File: src/sv/tpe_pkg.sv
// Shared constants and types for the TCP payload extractor.
`default_nettype none

package tpe_pkg;

  localparam int POSITION_BITS_DEFAULT = 16;
  localparam int SNAP_BITS = 16;
  localparam logic [SNAP_BITS-1:0] SNAP_RESET = 16'd1024;

  // Frame layout, in bytes.
  localparam int ETH_LEN = 14;
  localparam int ETHERTYPE_HI_POS = 12;
  localparam int ETHERTYPE_LO_POS = 13;
  localparam int IP_PROTO_OFFSET = 9;
  localparam int IP_SRC_OFFSET = 12;
  localparam int IP_SRC_BYTES = 4;
  localparam int TCP_DOFF_OFFSET = 12;
  localparam int MIN_HDR_BYTES = 20;

  localparam logic [7:0] ETHERTYPE_IPV4_HI = 8'h08;
  localparam logic [7:0] ETHERTYPE_IPV4_LO = 8'h00;
  localparam logic [7:0] IP_PROTO_TCP = 8'd6;

  typedef struct packed {
    logic        emit;
    logic [7:0]  payload_byte;
    logic [31:0] source_ip;
    logic        first_byte;
    logic        last_byte;
  } tpe_result_t;

endpackage

`default_nettype wire

File: src/sv/tpe_if.sv
// Request channel interfaces for frame bytes in and payload bytes out.
`default_nettype none

interface tpe_frame_if;
  logic       valid;
  logic       ready;
  logic [7:0] data_byte;
  logic       frame_end;

  modport source (output valid, output data_byte, output frame_end, input ready);
  modport sink (input valid, input data_byte, input frame_end, output ready);
endinterface

interface tpe_payload_if;
  logic        valid;
  logic        ready;
  logic [7:0]  payload_byte;
  logic [31:0] source_ip;
  logic        first_byte;
  logic        last_byte;

  modport source (output valid, output payload_byte, output source_ip,
                  output first_byte, output last_byte, input ready);
  modport sink (input valid, input payload_byte, input source_ip,
                input first_byte, input last_byte, output ready);
endinterface

`default_nettype wire

File: src/sv/tpe_parser.sv
// Header parser: per-byte state update and payload result decode.
`default_nettype none

module tpe_parser #(
  parameter int POSITION_BITS = tpe_pkg::POSITION_BITS_DEFAULT
) (
  input  logic                           clk,
  input  logic                           rst,
  input  logic                           step,
  input  logic [7:0]                     data_byte,
  input  logic                           frame_end,
  input  logic [tpe_pkg::SNAP_BITS-1:0]  snap_length,
  output tpe_pkg::tpe_result_t           result
);
  import tpe_pkg::*;

  localparam int EXT = SNAP_BITS + 1;
  localparam logic [POSITION_BITS-1:0] POS_MAX = {POSITION_BITS{1'b1}};

  localparam logic [2:0] PH_ETH     = 3'd0;
  localparam logic [2:0] PH_IP      = 3'd1;
  localparam logic [2:0] PH_TCP     = 3'd2;
  localparam logic [2:0] PH_PAYLOAD = 3'd3;
  localparam logic [2:0] PH_DROP    = 3'd4;

  logic [POSITION_BITS-1:0] byte_position, byte_position_next;
  logic [2:0]               parse_phase, parse_phase_next;
  logic [7:0]               ethertype_high, ethertype_high_next;
  logic [5:0]               ip_header_bytes, ip_header_bytes_next;
  logic [7:0]               payload_offset, payload_offset_next;
  logic [31:0]              captured_source, captured_source_next;
  logic                     payload_started, payload_started_next;

  logic [EXT-1:0] pos_ext, pos_inc, snap_ext, limit_ext, off_pos;
  logic [5:0]     ihl_bytes, thl_bytes;
  logic           in_window;

  assign pos_ext   = EXT'(byte_position);
  assign pos_inc   = pos_ext + EXT'(1);
  assign snap_ext  = EXT'(snap_length);
  assign limit_ext = (snap_ext < EXT'(POS_MAX)) ? snap_ext : EXT'(POS_MAX);
  assign in_window = pos_ext < limit_ext;
  assign ihl_bytes = {data_byte[3:0], 2'b00};
  assign thl_bytes = {data_byte[7:4], 2'b00};
  assign off_pos   = EXT'(ETH_LEN) + EXT'(ip_header_bytes) + EXT'(TCP_DOFF_OFFSET);

  always_comb begin
    logic [5:0] ihb_eff;
    logic       drop;
    ihb_eff = ip_header_bytes;
    drop    = 1'b0;

    byte_position_next   = byte_position;
    parse_phase_next     = parse_phase;
    ethertype_high_next  = ethertype_high;
    ip_header_bytes_next = ip_header_bytes;
    payload_offset_next  = payload_offset;
    captured_source_next = captured_source;
    payload_started_next = payload_started;

    result.emit         = 1'b0;
    result.payload_byte = data_byte;
    result.source_ip    = captured_source;
    result.first_byte   = ~payload_started;
    result.last_byte    = frame_end || (pos_inc == limit_ext);

    if (step) begin
      if (in_window) begin
        unique case (parse_phase)
          PH_ETH: begin
            if (pos_ext == EXT'(ETHERTYPE_HI_POS)) begin
              ethertype_high_next = data_byte;
            end else if (pos_ext == EXT'(ETHERTYPE_LO_POS)) begin
              parse_phase_next = (ethertype_high == ETHERTYPE_IPV4_HI &&
                                  data_byte == ETHERTYPE_IPV4_LO) ? PH_IP : PH_DROP;
            end
          end
          PH_IP: begin
            if (pos_ext == EXT'(ETH_LEN)) begin
              if (ihl_bytes < 6'(MIN_HDR_BYTES)) begin
                drop = 1'b1;
              end else begin
                ihb_eff = ihl_bytes;
                ip_header_bytes_next = ihl_bytes;
              end
            end
            if (!drop && pos_ext == EXT'(ETH_LEN + IP_PROTO_OFFSET) &&
                data_byte != IP_PROTO_TCP) begin
              drop = 1'b1;
            end
            if (drop) begin
              parse_phase_next = PH_DROP;
            end else begin
              if (pos_ext >= EXT'(ETH_LEN + IP_SRC_OFFSET) &&
                  pos_ext < EXT'(ETH_LEN + IP_SRC_OFFSET + IP_SRC_BYTES)) begin
                captured_source_next = {captured_source[23:0], data_byte};
              end
              if (pos_inc == EXT'(ETH_LEN) + EXT'(ihb_eff)) begin
                parse_phase_next = PH_TCP;
              end
            end
          end
          PH_TCP: begin
            if (pos_ext == off_pos) begin
              if (thl_bytes < 6'(MIN_HDR_BYTES)) begin
                parse_phase_next = PH_DROP;
              end else begin
                payload_offset_next = 8'(ETH_LEN) + 8'(ip_header_bytes) + 8'(thl_bytes);
              end
            end else if (pos_ext > off_pos && pos_inc == EXT'(payload_offset)) begin
              parse_phase_next     = PH_PAYLOAD;
              payload_started_next = 1'b0;
            end
          end
          PH_PAYLOAD: begin
            result.emit          = 1'b1;
            payload_started_next = 1'b1;
          end
          default: begin
          end
        endcase
      end

      if (frame_end) begin
        byte_position_next   = '0;
        parse_phase_next     = PH_ETH;
        payload_started_next = 1'b0;
      end else if (byte_position != POS_MAX) begin
        byte_position_next = byte_position + 1'b1;
      end
    end
  end

  always_ff @(posedge clk) begin
    if (rst) begin
      byte_position   <= '0;
      parse_phase     <= PH_ETH;
      ethertype_high  <= '0;
      ip_header_bytes <= '0;
      payload_offset  <= '0;
      captured_source <= '0;
      payload_started <= 1'b0;
    end else begin
      byte_position   <= byte_position_next;
      parse_phase     <= parse_phase_next;
      ethertype_high  <= ethertype_high_next;
      ip_header_bytes <= ip_header_bytes_next;
      payload_offset  <= payload_offset_next;
      captured_source <= captured_source_next;
      payload_started <= payload_started_next;
    end
  end

endmodule

`default_nettype wire

File: src/sv/tcp_payload_extractor_top.sv
// Top level of the TCP payload extractor: config register, parser and output register.
`default_nettype none

// The block takes a captured Ethernet frame one byte per request on the frame
// channel, with frame_end set on the last captured byte, and sends every TCP
// payload byte of an IPv4/TCP frame on the payload channel together with the
// frame's IPv4 source address and first/last marks. Frames with another
// EtherType, another IP protocol, an IHL or data offset below five words, or
// that end before the payload starts produce nothing. Only the first
// snap_length bytes of each frame are looked at (and never beyond the
// saturated byte position 2^POSITION_BITS-1); the byte at the window end is
// marked last. One byte is taken every cycle that the frame channel is ready:
// the header parser updates its state in the same cycle a byte is accepted,
// and any payload byte is held in a single output register, so the frame
// channel stays ready whenever that register is empty or is being emptied by
// the consumer. The user must write snap_length through cfg_we and cfg_wdata
// while no frame is in flight; the block does not enforce it. It resets to 1024.
module tcp_payload_extractor_top #(
  parameter int POSITION_BITS = tpe_pkg::POSITION_BITS_DEFAULT
) (
  input  logic                          clk,
  input  logic                          rst,
  tpe_frame_if.sink                     frame,
  tpe_payload_if.source                 payload,
  input  logic                          cfg_we,
  input  logic [tpe_pkg::SNAP_BITS-1:0] cfg_wdata
);
  import tpe_pkg::*;

  logic [SNAP_BITS-1:0] snap_length;
  tpe_result_t          result;
  logic                 step;

  logic        out_valid;
  logic [7:0]  out_byte;
  logic [31:0] out_source;
  logic        out_first;
  logic        out_last;

  // A new byte is taken whenever the output register is free or drains now.
  assign frame.ready = ~out_valid | payload.ready;
  assign step        = frame.valid & frame.ready;

  always_ff @(posedge clk) begin
    if (rst) begin
      snap_length <= SNAP_RESET;
    end else if (cfg_we) begin
      snap_length <= cfg_wdata;
    end
  end

  tpe_parser #(
    .POSITION_BITS(POSITION_BITS)
  ) u_parser (
    .clk         (clk),
    .rst         (rst),
    .step        (step),
    .data_byte   (frame.data_byte),
    .frame_end   (frame.frame_end),
    .snap_length (snap_length),
    .result      (result)
  );

  // Output register. The valid bit updates whenever the frame channel is ready,
  // to whether an accepted byte produced a payload result; only such a byte loads the data.
  always_ff @(posedge clk) begin
    if (rst) begin
      out_valid <= 1'b0;
    end else if (frame.ready) begin
      out_valid <= step & result.emit;
    end
  end

  always_ff @(posedge clk) begin
    if (step && result.emit) begin
      out_byte   <= result.payload_byte;
      out_source <= result.source_ip;
      out_first  <= result.first_byte;
      out_last   <= result.last_byte;
    end
  end

  assign payload.valid        = out_valid;
  assign payload.payload_byte = out_byte;
  assign payload.source_ip    = out_source;
  assign payload.first_byte   = out_first;
  assign payload.last_byte    = out_last;

endmodule

`default_nettype wire

File: src/flat_wrapper.sv
// flat-port wrapper written by rule: the top's interface ports become plain ports
module tcp_payload_extractor_top_flat import tpe_pkg::*;
#(
  parameter int POSITION_BITS = tpe_pkg::POSITION_BITS_DEFAULT
)
  (clk, rst, cfg_we, cfg_wdata, frame_valid, frame_data_byte, frame_frame_end, frame_ready, payload_valid, payload_payload_byte, payload_source_ip, payload_first_byte, payload_last_byte, payload_ready);
  tpe_frame_if frame_i ();
  tpe_payload_if payload_i ();
  input  logic clk;
  input  logic rst;
  input  logic cfg_we;
  input  logic [tpe_pkg::SNAP_BITS-1:0] cfg_wdata;
  input wire logic [$bits(frame_i.valid)-1:0] frame_valid;
  input wire logic [$bits(frame_i.data_byte)-1:0] frame_data_byte;
  input wire logic [$bits(frame_i.frame_end)-1:0] frame_frame_end;
  output wire logic [$bits(frame_i.ready)-1:0] frame_ready;
  output wire logic [$bits(payload_i.valid)-1:0] payload_valid;
  output wire logic [$bits(payload_i.payload_byte)-1:0] payload_payload_byte;
  output wire logic [$bits(payload_i.source_ip)-1:0] payload_source_ip;
  output wire logic [$bits(payload_i.first_byte)-1:0] payload_first_byte;
  output wire logic [$bits(payload_i.last_byte)-1:0] payload_last_byte;
  input wire logic [$bits(payload_i.ready)-1:0] payload_ready;
  assign frame_i.valid = frame_valid;
  assign frame_i.data_byte = frame_data_byte;
  assign frame_i.frame_end = frame_frame_end;
  assign frame_ready = frame_i.ready;
  assign payload_valid = payload_i.valid;
  assign payload_payload_byte = payload_i.payload_byte;
  assign payload_source_ip = payload_i.source_ip;
  assign payload_first_byte = payload_i.first_byte;
  assign payload_last_byte = payload_i.last_byte;
  assign payload_i.ready = payload_ready;
  tcp_payload_extractor_top #(.POSITION_BITS(POSITION_BITS)) u_core (.clk(clk), .rst(rst), .frame(frame_i), .payload(payload_i), .cfg_we(cfg_we), .cfg_wdata(cfg_wdata));
endmodule
File: config.mk
export PLATFORM = sky130hd
export DESIGN_NAME = tcp_payload_extractor_top_flat
export DESIGN_NICKNAME = d
export VERILOG_FILES = /design/src/sv/tpe_pkg.sv /design/src/sv/tpe_if.sv /design/src/sv/tpe_parser.sv /design/src/sv/tcp_payload_extractor_top.sv /design/src/flat_wrapper.sv
export SDC_FILE = /design/constraint.sdc
export NUM_CORES = 1
export LEC_CHECK = 0
export BUFFER_PORTS_ARGS = -buffer_cell sky130_fd_sc_hd__buf_2
export CAP_MARGIN = 40
export CORE_ASPECT_RATIO = 0.6
export CORE_UTILIZATION = 45
export CTS_CLUSTER_SIZE = 30
export DETAILED_ROUTE_END_ITERATION = 10
export GPL_ROUTABILITY_DRIVEN = 1
export HOLD_SLACK_MARGIN = 0.02
export PLACE_DENSITY = 0.75
export REMOVE_ABC_BUFFERS = 1
export SLEW_MARGIN = 20
export SYNTH_ARGS = -nofsm -noshare
export SYNTH_HDL_FRONTEND = slang
export SYNTH_HIERARCHICAL = 1
export SYNTH_SLANG_ARGS = --single-unit
File: constraint.sdc
create_clock -name clk -period 7.21 [get_ports clk]
set_input_delay 0.3605 -clock clk [delete_from_list [all_inputs] [get_ports clk]]
set_output_delay 0.3605 -clock clk [all_outputs]
set_load 0.1 [all_outputs]
* Word level (Yosys, flattened, before mapping)
Index checks and enable logic that the tools add are counted.
Cells by class: mux-type cells 36, bitwise operators 7, $lt $le $gt $ge 7, $add $sub $neg 7, equality and inequality tests 21, reductions and logical operators 21
Operators with widths (count):
- $eq A16 B4 Y1 const B | 3
- $mux W16 | 3
- $mux W3 | 10
- $mux W6 | 5
- $add A4 B6 Y7 const A | 3
- $add A16 B1 Y17 const B | 1
- $eq A17 B16 Y1 | 1
- $eq A17 B7 Y1 | 1
- $eq A17 B8 Y1 | 1
- $add A16 B1 Y16 const B | 1
- $eq A16 B5 Y1 const B | 1
- $eq A16 B8 Y1 | 1
- $ge A16 B5 Y1 const B | 1
- $gt A16 B8 Y1 | 1
- $lt A16 B16 Y1 | 1
- $lt A16 B16 Y1 const B | 1
- $lt A16 B5 Y1 const B | 1
- $mux W1 | 16
- $ne A16 B16 Y1 const B | 1
- $reduce_and A5 Y1 | 3
- $lt A6 B5 Y1 const B | 2
- $ne A3 B3 Y1 const B | 4
- $ne A4 B4 Y1 const B | 3
- $pmux W3 S3 | 1
- other kinds (22) | 33
Word-level totals: register bits 133, output and inout port bits 44

* Longest topological paths before layout
word-level depth 17, mapped depth 15, depth with buffers taken out 13

* Cells and area by module
Netlist, hierarchy kept.
By module, submodules not included:
- tpe_parser | cells an instance 626, instances 1, area each 5205.0 µm²
- tcp_payload_extractor_top | cells an instance 100, instances 1, area each 1891.8 µm²

* Worst setup path after synthesis
OpenSTA, ideal clock, no wires.
path type register to register, start reg u_core.out_valid (netlist: u_core/payload.valid), end reg u_core.out_first (netlist: u_core/payload.first_byte), enable pin, setup slack 2.359 ns, cell stages (with the launch flop) 8, arrival time 4.405 ns, clock period less this slack 4.851 ns, buffers on the path 0, cells stage by stage dfxtp_1 > nand2b_1 > and2_1 > o2111ai_1 > nor2_1 > and3_1 > nand2_1 > nor2b_1
RTL lines:
- start, declared | RTL line tcp_payload_extractor_top.sv:34 | logic out_valid;
- start signal, assigned | RTL line tcp_payload_extractor_top.sv:70 | out_valid <= step & result.emit;
- end signal, assigned | RTL line tcp_payload_extractor_top.sv:78 | out_first <= result.first_byte;
- end, declared | RTL line tcp_payload_extractor_top.sv:37 | logic out_first;

* Worst setup path in the final report
start reg u_core.u_parser.byte_position[0], end reg u_core.u_parser.parse_phase[0]
Between the ends: longest elaborated chain between the ends 16, elaborated cells between the ends (all ways) 39, those cells by class add/sub (2); order compare (2); eq/ne (12); mux (17); reduce/logical (6)
RTL lines:
- start, declared | RTL line tpe_parser.sv:26 | logic [POSITION_BITS-1:0] byte_position, byte_position_next;
- start signal, assigned | RTL line tpe_parser.sv:144 | byte_position <= byte_position_next;
- branches (longest 16 deep; another with $add A4 B6 Y7)
- end signal, assigned | RTL line tpe_parser.sv:145 | parse_phase <= parse_phase_next;
- end, declared | RTL line tpe_parser.sv:27 | logic [2:0] parse_phase, parse_phase_next;
Parallel ways; which one is timed is not known. The select of a mux whose other input is x is not followed. A chain may end at the register's enable or synchronous reset.

==> out/metrics.csv <==
stage,metric,value,unit
critical_path,CP max-delay cell,dfxtp_1,
sta,"Hold Violations, Final",0,
critical_path,Top delay family on crit path,compound AO/OA/AOI/OAI gates,
power,Tot Pwr,0.00169,W
synthesis,top post-synthesis cells by area,"dfxtp_1 (26%), edfxtp_1 (18%), mux2i_1 (9.9%)",
sta,post-layout min period,3.73,ns
floorplanning,Chip Height,99.3,um
synthesis,Syn Inst Count,726,
critical_path,worst-path maximum fanout,10,
sta,RSZ-0062 raised after global routing,no,
layout,# fillers,1360,
clock_network,CTS tree,done,
place,Placed Cells,954,
synthesis,register area share after synthesis,0.434,
synthesis,post-synthesis area per instance,9.78,um2
route,Post-DRT Antenna Nets,0,
clock_network,Inserted Clock Buffers,17,
layout,final std cells w/o fill,986,
power,P_leak,3.24,nW
power,VDD IR max,0.000145,V
floorplanning,initial core utilization,0.462,
clock_network,clk buf depth,2,
synthesis,flop and latch count out of synthesis,133,
clock_network,CTS H-tree depth,4,
sta,Max Transition Viols Final,0,
floorplanning,Core Region,15400,um2
route,final wirelength,16500,um
hold_path,Hold Path Class,in2reg,
sta,Slew HR,0.408,
status,status,"complete, no violations",
floorplanning,Rows,35,
layout,area growth from synthesis to layout,13.8,%
floorplanning,Die Wd,164,um
critical_path,Worst Setup Start Kind,flip-flop,
synthesis,synthesized cell area,7100,um2
sta,Worst Clk Skew,0.00845,ns
place,routability cong.,0.984,
route,drt drc,0,
critical_path,CP Capture Type,flip-flop,
layout,# diodes,0,
route,vias,5507,
synthesis,Ys Warns,6,
sta,Slew @ Worst Pin,0.887,ns
clock_network,post-cts resize count,0,
clock_network,Post-CTS Setup Inserts,0,
clock_network,CTS sink cnt,133,
synthesis,"EDFF count, synth",42,
critical_path,Crit path largest cell delay,0.43,ns
grt,first-pass GRT wire length,26300,um
critical_path,Worst EP required,7.52,ns
sta,setup TNS,0,ns
place,number of port buffers,73,
floorplanning,die area,16300,um2
sta,FMAX,0.268,GHz
grt,largest net degree at the start of global routing,42,
critical_path,data arrival time of the worst path,4.04,ns
grt,global-route usage over all layers,0.211,
clock_network,latest clock arrival within the worst-skew pair,0.42,ns
layout,"commonest cells after routing, fill and taps aside","nor2_1 (100), dfxtp_1 (91), buf_2 (74)",
power,pwr/cell area,209,nW/um2
clock_network,cts hold-fix bufs,0,
run,max cap viols,0,
grt,vias in the first global route,4930,
sta,Final period util,0.518,
clock_network,clk slew on worst S/H paths,0.06,ns
synthesis,share of the synthesized area in the top cell type,0.257,
floorplanning,# IOs,74,
layout,"commonest non-fill, non-tap cell in the layout",nor2_1,
layout,final net count,838,
route,DR iter-0 viols,564,
synthesis,"Distinct cells, synth",72,
grt,gr ovfl total,0,
place,dpl hpwl,11900,um
route,DRT Pass-1 Iters,7,
route,drt wl/cell,16.7,um
grt,initial antenna violation count,0,
sta,final worst setup slack,3.48,ns
layout,layout cell share with drive strength beyond 1,0.171,
synthesis,async set-reset flop share out of synthesis,0,
place,pre-CTS worst setup slack,3.67,ns
route,vias per inst,5.59,
synthesis,Synth Flop Type,dfxtp_1,
synthesis,post-synth top area cell,dfxtp_1,
critical_path,Worst Path Buf+Inv,1,
critical_path,crit-path cells,inv_1 > ha_1 > and4b_1 > o21ai_1 > nor2_1 > nor2_1 > a21oi_1 > ha_1 > xor2_1 > o2111ai_1 > o31a_1 > a211o_1 > a31o_1,
critical_path,CP Class,reg2reg,
clock_network,Root Buffer,clkbuf_16,
sta,final setup vio count,0,
==> sequential cells by signal, summed over array words and instances, names as in the netlist, 3 cells and up <==
signal                           cells
u_core/u_parser/captured_source     32
u_core/u_parser/ip_header_bytes      6
u_core/u_parser/parse_phase          3
u_core/u_parser/ethertype_high       8
u_core/u_parser/byte_position       16
u_core/snap_length                  16
u_core/payload.source_ip            32
u_core/payload.payload_byte          8
u_core/u_parser/payload_offset       8
==> metal layers <==
layer  GRT usage  up-vias  routed length, um
li1            -     2664                  -
met1       0.327     2595               8430
met2       0.278      225               6400
met3      0.0605       23               1510
met4      0.0591        0                163
met5           0        -                  0
==> synthesized netlist by cell type, types with 12 or more instances <==
cell type / n
a21oi_1: 36
buf_2: 16
buf_4: 12
clkbuf_1: 24
dfxtp_1: 91
edfxtp_1: 42
ha_1: 37
inv_1: 35
mux2i_1: 70
nand2_1: 18
nand3_1: 17
nand4_1: 14
nor2_1: 100
nor3_1: 13
o21ai_0: 23
xnor2_1: 31
xor2_1: 14
==> metrics by stage <==
step	utilization	hold slack (ns)	area (um2)
final	0.525	0.148	8080
after global routing	0.525	0.145	8080
after CTS	0.525	0.145	8080
after detailed placement	0.489	0.415	7510
after global placement	0.485	0.413	7460
after floorplan	-	0.408	6810
==> power breakdown <==
group,internal [W],leakage [nW],switching [W]
Combinational,0.0000342,1.77,0.0000527
Clock,0.000454,0.273,0.000367
Sequential,0.000774,1.20,0.00000682
Total,0.00126,3.24,0.000426
==> final cells by class <==
class,count,area (um2),area share
repair buffers,79,440,0.0545
multi-input cells,503,3600,0.446
flip-flops and latches,133,3080,0.382
clock inverters,15,138,0.0170
clock buffers,17,425,0.0527
inverters,36,135,0.0167
well taps,203,254,0.0315
==> final timing paths <==
path / cells after the start / to / slack, ns / from
worst max-delay path: 13 / u_core/u_parser/parse_phase[0] / 3.48 / u_core/u_parser/byte_position[0]
worst min-delay path: 2 / u_core/snap_length[10] / 0.15 / cfg_wdata[10]
worst max register to register: 13 / u_core/u_parser/parse_phase[0] / 3.48 / u_core/u_parser/byte_position[0]
worst min register to register: 0 / u_core/payload.source_ip[29] / 0.43 / u_core/u_parser/captured_source[29]
==> logic make-up (layout without fill, tap and decap cells) <==
group / after synthesis / after routing / share of synthesized area
DFF: 133 / 133 / 0.434
and+or+nand+nor: 233 / 233 / 0.174
muxes: 72 / 72 / 0.102
buffers and inverters: 90 / 147 / 0.0601
AOI/OAI and AO/OA: 114 / 114 / 0.104
adders and majority gates: 38 / 38 / 0.0681
xor gates and xnor gates: 46 / 46 / 0.0578
No activity file was read; power rests on OpenSTA's default activity.
